<file path="src/hpc_pkg.sv">
// Package for the half precision converter: modes, constants and conversion functions.
package hpc_pkg;

    typedef enum logic [1:0] {
        MODE_F32_TO_HALF  = 2'd0,
        MODE_HALF_TO_F32  = 2'd1,
        MODE_INT_TO_HALF  = 2'd2,
        MODE_UINT_TO_HALF = 2'd3
    } mode_t;

    localparam logic [15:0] HALF_SIGN = 16'h8000;
    localparam logic [15:0] HALF_INF  = 16'h7c00;
    localparam logic [15:0] HALF_NAN  = 16'h7fff;
    localparam logic [31:0] F32_INF   = 32'h7f800000;
    localparam logic [31:0] F32_QNAN  = 32'h7fc00000;

    // Index of highest set bit of a 16-bit value (0 when zero).
    function automatic logic [3:0] top_bit16(input logic [15:0] x);
        logic [3:0] n;
        n = 4'd0;
        for (int i = 0; i < 16; i++)
        begin
            if (x[i])
            begin
                n = 4'(i);
            end
        end
        return n;
    endfunction

    function automatic logic [15:0] f32_to_half(input logic [31:0] v);
        logic [15:0] sign;
        logic [7:0]  e;
        logic [23:0] m;
        logic [4:0]  sh;
        logic [15:0] r;
        sign = v[31] ? HALF_SIGN : 16'd0;
        e    = v[30:23];
        m    = {1'b1, v[22:0]};
        sh   = 5'(8'd126 - e);
        if (e < 8'd113)
        begin
            if (e >= 8'd103)
            begin
                r = sign | {6'd0, 10'(m >> sh)};
            end
            else
            begin
                r = sign;
            end
        end
        else if (e > 8'd142)
        begin
            if (e == 8'd255 && v[22:0] != 23'd0)
            begin
                r = HALF_NAN;
            end
            else
            begin
                r = sign | HALF_INF;
            end
        end
        else
        begin
            r = sign | {1'b0, 5'(e - 8'd112), v[22:13]};
        end
        return r;
    endfunction

    function automatic logic [31:0] half_to_f32(input logic [15:0] h);
        logic [31:0] sign;
        logic [4:0]  e;
        logic [9:0]  frac;
        logic [3:0]  hb;
        logic [31:0] r;
        sign = {h[15], 31'd0};
        e    = h[14:10];
        frac = h[9:0];
        hb   = top_bit16({6'd0, frac});
        if (e == 5'd0)
        begin
            if (frac == 10'd0)
            begin
                r = sign;
            end
            else
            begin
                r = sign | {1'b0, 8'(hb) + 8'd103,
                            23'(({13'd0, frac} << (5'd23 - 5'(hb))))};
            end
        end
        else if (e == 5'h1f)
        begin
            r = (frac != 10'd0) ? F32_QNAN : (sign | F32_INF);
        end
        else
        begin
            r = sign | {1'b0, 8'(e) + 8'd112, frac, 13'd0};
        end
        return r;
    endfunction

    function automatic logic [15:0] mag_to_half(input logic neg, input logic [31:0] mag);
        logic [3:0]  hb;
        logic [15:0] sh;
        logic [15:0] r;
        hb = top_bit16(mag[15:0]);
        sh = mag[15:0] << (4'd15 - hb);
        if (mag == 32'd0)
        begin
            r = 16'd0;
        end
        else if (mag[31:16] != 16'd0)
        begin
            r = {neg, 15'd0} | HALF_INF;
        end
        else
        begin
            r = {neg, 5'(hb) + 5'd15, sh[14:5]};
        end
        return r;
    endfunction

endpackage

</file>
<file path="src/hpc_core.sv">
// Combinational conversion datapath for all four modes.
module hpc_core (
    input  logic [1:0]  mode,
    input  logic [31:0] value,
    output logic [31:0] result
);
    import hpc_pkg::*;

    logic [31:0] mag;

    always_comb
    begin
        mag = value[31] ? (32'd0 - value) : value;
        case (mode_t'(mode))
            MODE_F32_TO_HALF:  result = {16'd0, f32_to_half(value)};
            MODE_HALF_TO_F32:  result = half_to_f32(value[15:0]);
            MODE_INT_TO_HALF:  result = {16'd0, mag_to_half(value[31], mag)};
            MODE_UINT_TO_HALF: result = {16'd0, mag_to_half(1'b0, value)};
            default:           result = 32'd0;
        endcase
    end

endmodule

</file>
<file path="src/half_precision_converter.sv">
// Top level of the half precision converter.
// Usage:
//   Slave channel s_axis carries one transaction per operand: tdata holds
//   value (bits 31:0), tuser holds mode (bits 1:0). Master channel m_axis
//   returns one result word per operand in tdata (bits 31:0).
//   Mode 0 float32 to half, 1 half to float32, 2 signed and 3 unsigned
//   integer to half; half results sit in the low 16 bits.
// Pipeline: an input register feeds the conversion logic, which loads the
//   output register.
// Throughput: one transaction per cycle while m_axis_tready is high, set by
//   the single-pass datapath between the two registers.
// Reset: rst_n clears both valid flags; no transactions are in flight.
// Stall: when m_axis_tready is low the output register holds, the input
//   register holds its item if full, and s_axis_tready drops only when
//   both registers are full.
module half_precision_converter (
    input  logic        clk,
    input  logic        rst_n,
    input  logic        s_axis_tvalid,
    output logic        s_axis_tready,
    input  logic [31:0] s_axis_tdata,   // value[31:0]
    input  logic [1:0]  s_axis_tuser,   // mode[1:0]
    output logic        m_axis_tvalid,
    input  logic        m_axis_tready,
    output logic [31:0] m_axis_tdata    // result[31:0]
);
    import hpc_pkg::*;

    logic        in_valid_reg;
    logic [1:0]  mode_reg;
    logic [31:0] value_reg;
    logic        out_valid_reg;
    logic [31:0] result_reg;
    logic [31:0] conv;
    logic        out_load;

    hpc_core u_core (
        .mode   (mode_reg),
        .value  (value_reg),
        .result (conv)
    );

    assign out_load      = !out_valid_reg || m_axis_tready;
    assign s_axis_tready = !in_valid_reg || out_load;
    assign m_axis_tvalid = out_valid_reg;
    assign m_axis_tdata  = result_reg;

    always_ff @(posedge clk or negedge rst_n)
    begin
        if (!rst_n)
        begin
            in_valid_reg  <= 1'b0;
            out_valid_reg <= 1'b0;
        end
        else
        begin
            if (s_axis_tready)
            begin
                in_valid_reg <= s_axis_tvalid;
            end
            if (out_load)
            begin
                out_valid_reg <= in_valid_reg;
            end
        end
    end

    always_ff @(posedge clk)
    begin
        if (s_axis_tready && s_axis_tvalid)
        begin
            mode_reg  <= s_axis_tuser;
            value_reg <= s_axis_tdata;
        end
        if (out_load && in_valid_reg)
        begin
            result_reg <= conv;
        end
    end

    // hold result while stalled
    a_hold: assert property (@(posedge clk) disable iff (!rst_n)
        m_axis_tvalid && !m_axis_tready |=> m_axis_tvalid && $stable(m_axis_tdata))
        else $error("result changed under stall");
    // never refuse input when pipeline is empty
    a_ready: assert property (@(posedge clk) disable iff (!rst_n)
        !in_valid_reg |-> s_axis_tready)
        else $error("ready low with empty input stage");
    // accepted item moves into output stage next cycle when not stalled
    a_move: assert property (@(posedge clk) disable iff (!rst_n)
        in_valid_reg && out_load |=> out_valid_reg)
        else $error("item lost between stages");

endmodule
</file>
<file path="config.mk">
export PLATFORM = sky130hd
export DESIGN_NAME = half_precision_converter
export DESIGN_NICKNAME = d
export VERILOG_FILES = /design/src/hpc_pkg.sv /design/src/hpc_core.sv /design/src/half_precision_converter.sv
export SDC_FILE = /design/constraint.sdc
export NUM_CORES = 1
export LEC_CHECK = 0
export ABC_AREA = 1
export BUFFER_PORTS_ARGS = -buffer_cell sky130_fd_sc_hd__buf_4
export CAP_MARGIN = 20
export CORE_MARGIN = 8
export CORE_UTILIZATION = 50
export CTS_CLUSTER_SIZE = 10
export DETAILED_ROUTE_END_ITERATION = 16
export PLACE_DENSITY = 0.83
export SLEW_MARGIN = 40
export SYNTH_ARGS = -nofsm -noshare
export SYNTH_HDL_FRONTEND = slang
export SYNTH_SLANG_ARGS = --single-unit
</file>
<file path="constraint.sdc">
create_clock -name clk -period 2.8 [get_ports clk]
set_clock_uncertainty 0.05 [all_clocks]
set_input_delay 0.7 -clock clk [delete_from_list [all_inputs] [get_ports clk]]
set_output_delay 0.7 -clock clk [all_outputs]
set_load 0.1 [all_outputs]
</file>
**After elaboration in Yosys (flattened, before gate mapping)**

Cells that the tools add are included.

- Flip-flop bits (word level): 68
- Logic and storage cells: 95

- Add/sub/neg operators: 10
- $lt $le $gt $ge: 3
- Eq/ne operators: 5
- Shifts and indexed selects: 4
- Mux-type cells: 48
- Bitwise gates (word level): 4
- Reductions and logical operators: 16

Operators by type and width:

| operator | count |
|---|---|
| $mux W32 | 5 |
| $pmux W32 S4 | 1 |
| $mux W16 | 7 |
| $mux W4 | 21 |
| $logic_not A32 Y1 | 2 |
| $or A32 B31 Y32 | 2 |
| $reduce_bool A16 Y1 | 2 |
| $shl A16 B4 Y15 | 2 |
| $sub A1 B32 Y32 const A | 1 |
| $mux W15 | 2 |
| $shr A24 B5 Y10 | 1 |
| $reduce_bool A23 Y1 | 1 |
| $shl A10 B5 Y23 | 1 |
| $mux W3 | 6 |
| $or A16 B10 Y16 | 1 |
| $or A16 B15 Y16 | 1 |
| $add A4 B4 Y5 const B | 2 |
| $logic_not A10 Y1 | 1 |
| $reduce_bool A10 Y1 | 1 |
| $add A4 B7 Y8 const B | 1 |
| $add A5 B7 Y8 const B | 1 |
| $eq A8 B8 Y1 const B | 1 |
| $ge A8 B7 Y1 const B | 1 |
| $gt A8 B8 Y1 const B | 1 |
| other kinds (15) | 25 |

**Longest topological paths before layout**

- Depth in word-level cells: 23
- Gate-level depth with buffers: 29
- Mapped depth without buffers: 28

**Cells and area by module**

From an unflattened synthesis, not the netlist that was laid out.

- Cells, all modules: 1,019
- Area, all modules: 6,845.3 um^2

By module, submodules not included:

| module | times used | cells each | area each (um^2) |
|---|---|---|---|
| hpc_core | 1 | 941 | 4,768.3 |
| half_precision_converter | 1 | 78 | 2,077.0 |

**Least setup slack after synthesis**

Ideal clock, no wire load.

- Kind: reg2reg
- Start point: register out_valid_reg (netlist: m_axis_tvalid)
- End point: register mode_reg[0] (enable)
- Arrival time: 2,707 ps
- Required time: 2,339 ps
- Slack: -368 ps
- Cell stages (with the launch flop): 4
- Buffers on the path: 0
- Cell sequence: dfrtp_1 nand3_1 nand2_1 inv_1

- Longest elaborated chain between the ends: 4

RTL lines:

| item | RTL line | text |
|---|---|---|
| start, declared | half_precision_converter.sv:32 | `logic out_valid_reg;` |
| start signal, assigned | half_precision_converter.sv:63 | `out_valid_reg <= in_valid_reg;` |
| $logic_not A1 Y1 | half_precision_converter.sv:43 | `assign out_load = !out_valid_reg \|\| m_axis_tready;` |
| $logic_or A1 B1 Y1 | half_precision_converter.sv:43 |  |
| $logic_or A1 B1 Y1 | half_precision_converter.sv:44 | `assign s_axis_tready = !in_valid_reg \|\| out_load;` |
| via s_axis_tready | half_precision_converter.sv:20 | `output logic s_axis_tready,` |
| $logic_and A1 B1 Y1 | half_precision_converter.sv:70 | `if (s_axis_tready && s_axis_tvalid)` |
| end signal, assigned | half_precision_converter.sv:72 | `mode_reg <= s_axis_tuser;` |
| end, declared | half_precision_converter.sv:30 | `logic [1:0] mode_reg;` |

The timed path passes the listed nets, and every way through them passes these cells.
A chain may end at the register's enable or synchronous reset.

**Worst setup path after layout**

- Start point: register value_reg[1]
- End point: register result_reg[11] (netlist: m_axis_tdata[11]), data pin

- Longest elaborated chain between the ends: 22
- Elaborated cells between the ends (all ways): 51
- Those cells by class: 4 x add/sub; 1 x shift; 41 x mux; 1 x bitwise; 4 x reduce/logical

RTL lines:

| item | RTL line | text |
|---|---|---|
| start, declared | half_precision_converter.sv:31 | `logic [31:0] value_reg;` |
| start signal, assigned | half_precision_converter.sv:73 | `value_reg <= s_axis_tdata;` |
| $sub A1 B32 Y32 | hpc_core.sv:13 | `mag = value[31] ? (32'd0 - value) : value;` |
| $mux W32 | hpc_core.sv:13 |  |
| $mux W1 | hpc_pkg.sv:23 | `if (x[i])` |
| $mux W2 (2 in series) | hpc_pkg.sv:23 |  |
| $mux W3 (4 in series) | hpc_pkg.sv:23 |  |
| $mux W4 (8 in series) | hpc_pkg.sv:23 |  |
| $mux W4 | hpc_core.sv:14 | `case (mode_t'(mode))` |
| $add A4 B4 Y5 | hpc_pkg.sv:119 | `r = {neg, 5'(hb) + 5'd15, sh[14:5]};` |
| $mux W15 | hpc_pkg.sv:113 | `else if (mag[31:16] != 16'd0)` |
| $mux W16 | hpc_pkg.sv:109 | `if (mag == 32'd0)` |
| $pmux W32 S4 * | hpc_core.sv:14 |  |
| via conv[11] | half_precision_converter.sv:34 | `logic [31:0] conv;` |
| end signal, assigned | half_precision_converter.sv:77 | `result_reg <= conv;` |
| end, declared | half_precision_converter.sv:33 | `logic [31:0] result_reg;` |

Mark *: on every way through the listed nets, which the timed path passes. The rest lies on a longest branch. The select of a mux whose other input is x is not followed.

==> run metrics <==
Area contributors post-synth edfxtp_1 29%, nand2_1 15%, nand3_1 8.2%; FFs w/ async S/R, synth approximately 3%; die area ~0.017 mm²; Via Count roughly 8200; CTS tree yes; CP max stage delay between 0.4 and 0.5 ns; drt pass-1 iters 6; post-DR wirelength/cell between 15 and 20 µm; Most common cell on crit path nand2_1; register share of total power about 28%; NetSw 1.90 mW; max cap viols 0; hpwl dp between 15000 and 20000 µm; Synth top area share between 20% and 30%; fillers ~1000; highest routed layer met4; Data arrival, critical path ~3 ns; Place WS -0.203 ns; first-iteration detailed-routing DRC count 950; switching fraction of total power 41.9%; initial antenna violation count 0; area leader, netlist edfxtp_1; io pins 72; nets around 1300; P per Cell Area 475 mW/mm²; crit end category flop; total core area between 0.01 and 0.015 mm²; post-synth net total 1055; Crit Path Class flop to flop; Clk Latency, worst-skew pair roughly 0.35 ns; Area Growth Syn to Fin 41.8%; root buffer cell clkbuf_16; Pint approximately 2.6 mW; combinational share of power between 40% and 50%; Synth Register Bits 67; Total GRT Usage around 28%; min-delay worst type primary input to async pin; final period utilization 106%; GRT Residual Overflow 0; gp weighted congestion 1.01; simple-gate share of the synthesized area between 30% and 40%; Worst Hold Slack ~0.08 ns; PortBufs between 70 and 80; first-pass GRT wire length around 40000 µm; largest net degree at the start of global routing 35; number of clock sinks between 60 and 70; largest family of logic cells by synthesized area simple AND/OR/NAND/NOR gates; RR Startpoint value_reg[1]$_DFFE_PP_; synthesized-area fraction occupied by adder cells under 10%; multi-input logic area ~0.0045 mm²; placed cell count about 1400; failing checks negative setup slack; CP startpoint kind flop; Cell Area, Synth 0.00674 mm²; Final min period just under 3 ns; non-filler cells, final 1423; Reg clk slew, reported paths roughly 0.05 ns; Main synth FF type edfxtp_1; CTS hold repair buffers 0; Post-Synth XOR/XNOR Area about 3.4%; R2R setup slack -0.18 ns; met1 WL approximately 10000 µm; CP startpoint value_reg[1]$_DFFE_PP_; fraction of synthesized area in multiplexers 0.892%; final setup vio count 16; DP Area roughly 0.0086 mm²; Syn Area/Cell approximately 6.7 µm²; outcome finished, violations left; row count 42; Ys Warns 0; Met3 Wirelength about 2500 µm; Initial Util 51.1%; Die W between 100 and 150 µm; Slew Viols, Final 0; static leakage 4.43 nW; final hold vios 0; cell breakdown of the critical path buf_6 -> nor2_4 -> nand2_2 -> buf_4 -> nand2_1 -> nand2_1 -> nand2_1 -> inv_1 -> a21oi_1 -> o21ai_0 -> nand2_1 -> nand2_1 -> nand2_2 -> inv_1 -> buf_12 -> ha_4 -> nand2_1 -> nand2_4 -> o2111ai_2; critical path's slowest cell edfxtp_1; Synth Area in Compound Gates ~18%; DR WL met2 around 12000 µm; Distinct cells, synth 58; post-route cell area roughly 0.0096 mm²; DRC Markers 0; Clk pwr share approximately 24%; Vias/cell a little under 6; EDFF count, synth 65; vias in the first global route 7863; Max clock buf depth 2; max reg flops 32; Seq. cell area roughly 0.002 mm²; Die Y approximately 130 µm; worst slew pin tran roughly 0.55 ns; final setup margin -0.181 ns; gate count after technology mapping slightly above 1000; Post-DRT Antenna Nets 0; final wirelength approximately 26000 µm; layout cell share with drive strength beyond 1 between 30% and 40%; H-tree depth 3; # diodes 0; cts bufs inserted 9; max_slew headroom between 60% and 70%; RSZ-0062 raised after global routing yes; data required time of the worst path 2.81 ns; sequential area share after synthesis 29.7%; maximum clock rate 335 MHz; CP max FO 12; Max IR drop VDD between 0.0003 and 0.0004 V
-- cell type report --
type / count / share of cell area, %
Multi-Input combinational cell: 786 / 47.4
Timing Repair Buffer: 264 / 21.7
Sequential cell: 67 / 21.0
Inverter: 114 / 4.75
Clock buffer: 13 / 2.51
Tap cell: 176 / 2.31
Clock inverter: 3 / 0.406
-- critical path: cells and delay by family, from the launching register on --
family                   cells  cell delay [ns]
AND/OR/NAND/NOR             10             0.95
buffers and inverters        5             0.66
flip-flops                   1             0.42
AO/OA/AOI/OAI                3             0.36
adder cells (fa/ha/maj)      1             0.26
-- power by group through the flow --
stage	combinational, mW	sequential (mW)	clock [mW]
CTS	2.01	1.28	1.11
detailed placement	1.94	1.30	0
global route	2.30	1.29	1.15
floorplan	0.924	1.65	0
finish	2.16	1.28	1.09
global placement	1.93	1.29	0
-- layer usage --
| metal | vias up | track usage, % |
|---|---|---|
| li1 | 3891 | - |
| met4 | 0 | 14.6 |
| met1 | 3710 | 33.7 |
| met5 | - | 0 |
| met2 | 515 | 46.6 |
| met3 | 123 | 6.36 |
-- Yosys cell counts, drive strengths merged, types with 4 or more instances --
| cell | number |
|---|---|
| a21oi | 36 |
| a221oi | 6 |
| a311oi | 4 |
| a31oi | 5 |
| buf | 22 |
| clkbuf | 21 |
| edfxtp | 65 |
| ha | 8 |
| inv | 111 |
| mux2i | 6 |
| nand2 | 290 |
| nand3 | 118 |
| nand4 | 10 |
| nor2 | 100 |
| nor3 | 17 |
| nor4 | 5 |
| o211ai | 12 |
| o21ai | 114 |
| o311ai | 5 |
| or2 | 7 |
| xor2 | 20 |
-- path summary, 6_finish.rpt --
check / endpoint / depth (start not counted)
max: m_axis_tdata[11]$_DFFE_PP_ / 19
min: m_axis_tvalid$_DFFE_PN0P_ / 1
max reg2reg: m_axis_tdata[11]$_DFFE_PP_ / 19
min reg2reg: in_valid_reg$_DFFE_PN0N_ / 2
max in group asynchronous: in_valid_reg$_DFFE_PN0N_ / 1
min in group clk: value_reg[23]$_DFFE_PP_ / 1
-- layout by cell type, fill, tap and decap left out, types with 5 or more instances in the layout --
master	n
clkbuf_16	9
nand3_1	94
o21ai_2	9
buf_4	250
ha_1	6
inv_2	16
o311ai_0	5
nor2_1	82
edfxtp_1	65
nor2_4	7
inv_1	88
nand3_2	17
nand2_2	29
nand2_4	14
nor2_2	10
a221oi_1	6
a31oi_1	5
nand2_1	245
o21ai_0	87
nor3_1	15
mux2i_1	6
buf_6	10
o21ai_1	15
xor2_1	17
nand4_1	10
a21oi_1	30
nand3_4	7
o211ai_1	12
-- timing repair --
action | CTS | global route
pin swaps | 24 | 59
setup endpoints to repair | 16 | 16
gates cloned | 1 | 0
buffers inserted | 10 | 11
resized for setup | 32 | 87
-- metrics by stage --
stage / setup TNS [ns] / power [mW] / util [%]
2_1_floorplan: 0 / 2.57 / -
3_3_place_gp: -1.73 / 3.22 / 65.4
3_5_place_dp: -1.98 / 3.24 / 65.4
4_1_cts: -1.18 / 4.39 / 69.2
5_1_grt: -5.33 / 4.74 / 72.4
6_report: -2.02 / 4.53 / 72.4
-- kinds of logic (layout without fill, tap and decap cells) --
family | Yosys count | count (layout)
buffers and inverters | 157 | 394
multiplexers | 6 | 6
adder cells (fa/ha/maj) | 8 | 8
XOR/XNOR | 22 | 22
AND/OR/NAND/NOR | 549 | 550
flip-flops | 67 | 67
AO/OA/AOI/OAI | 200 | 200
Power figures use the tool's default switching activity.
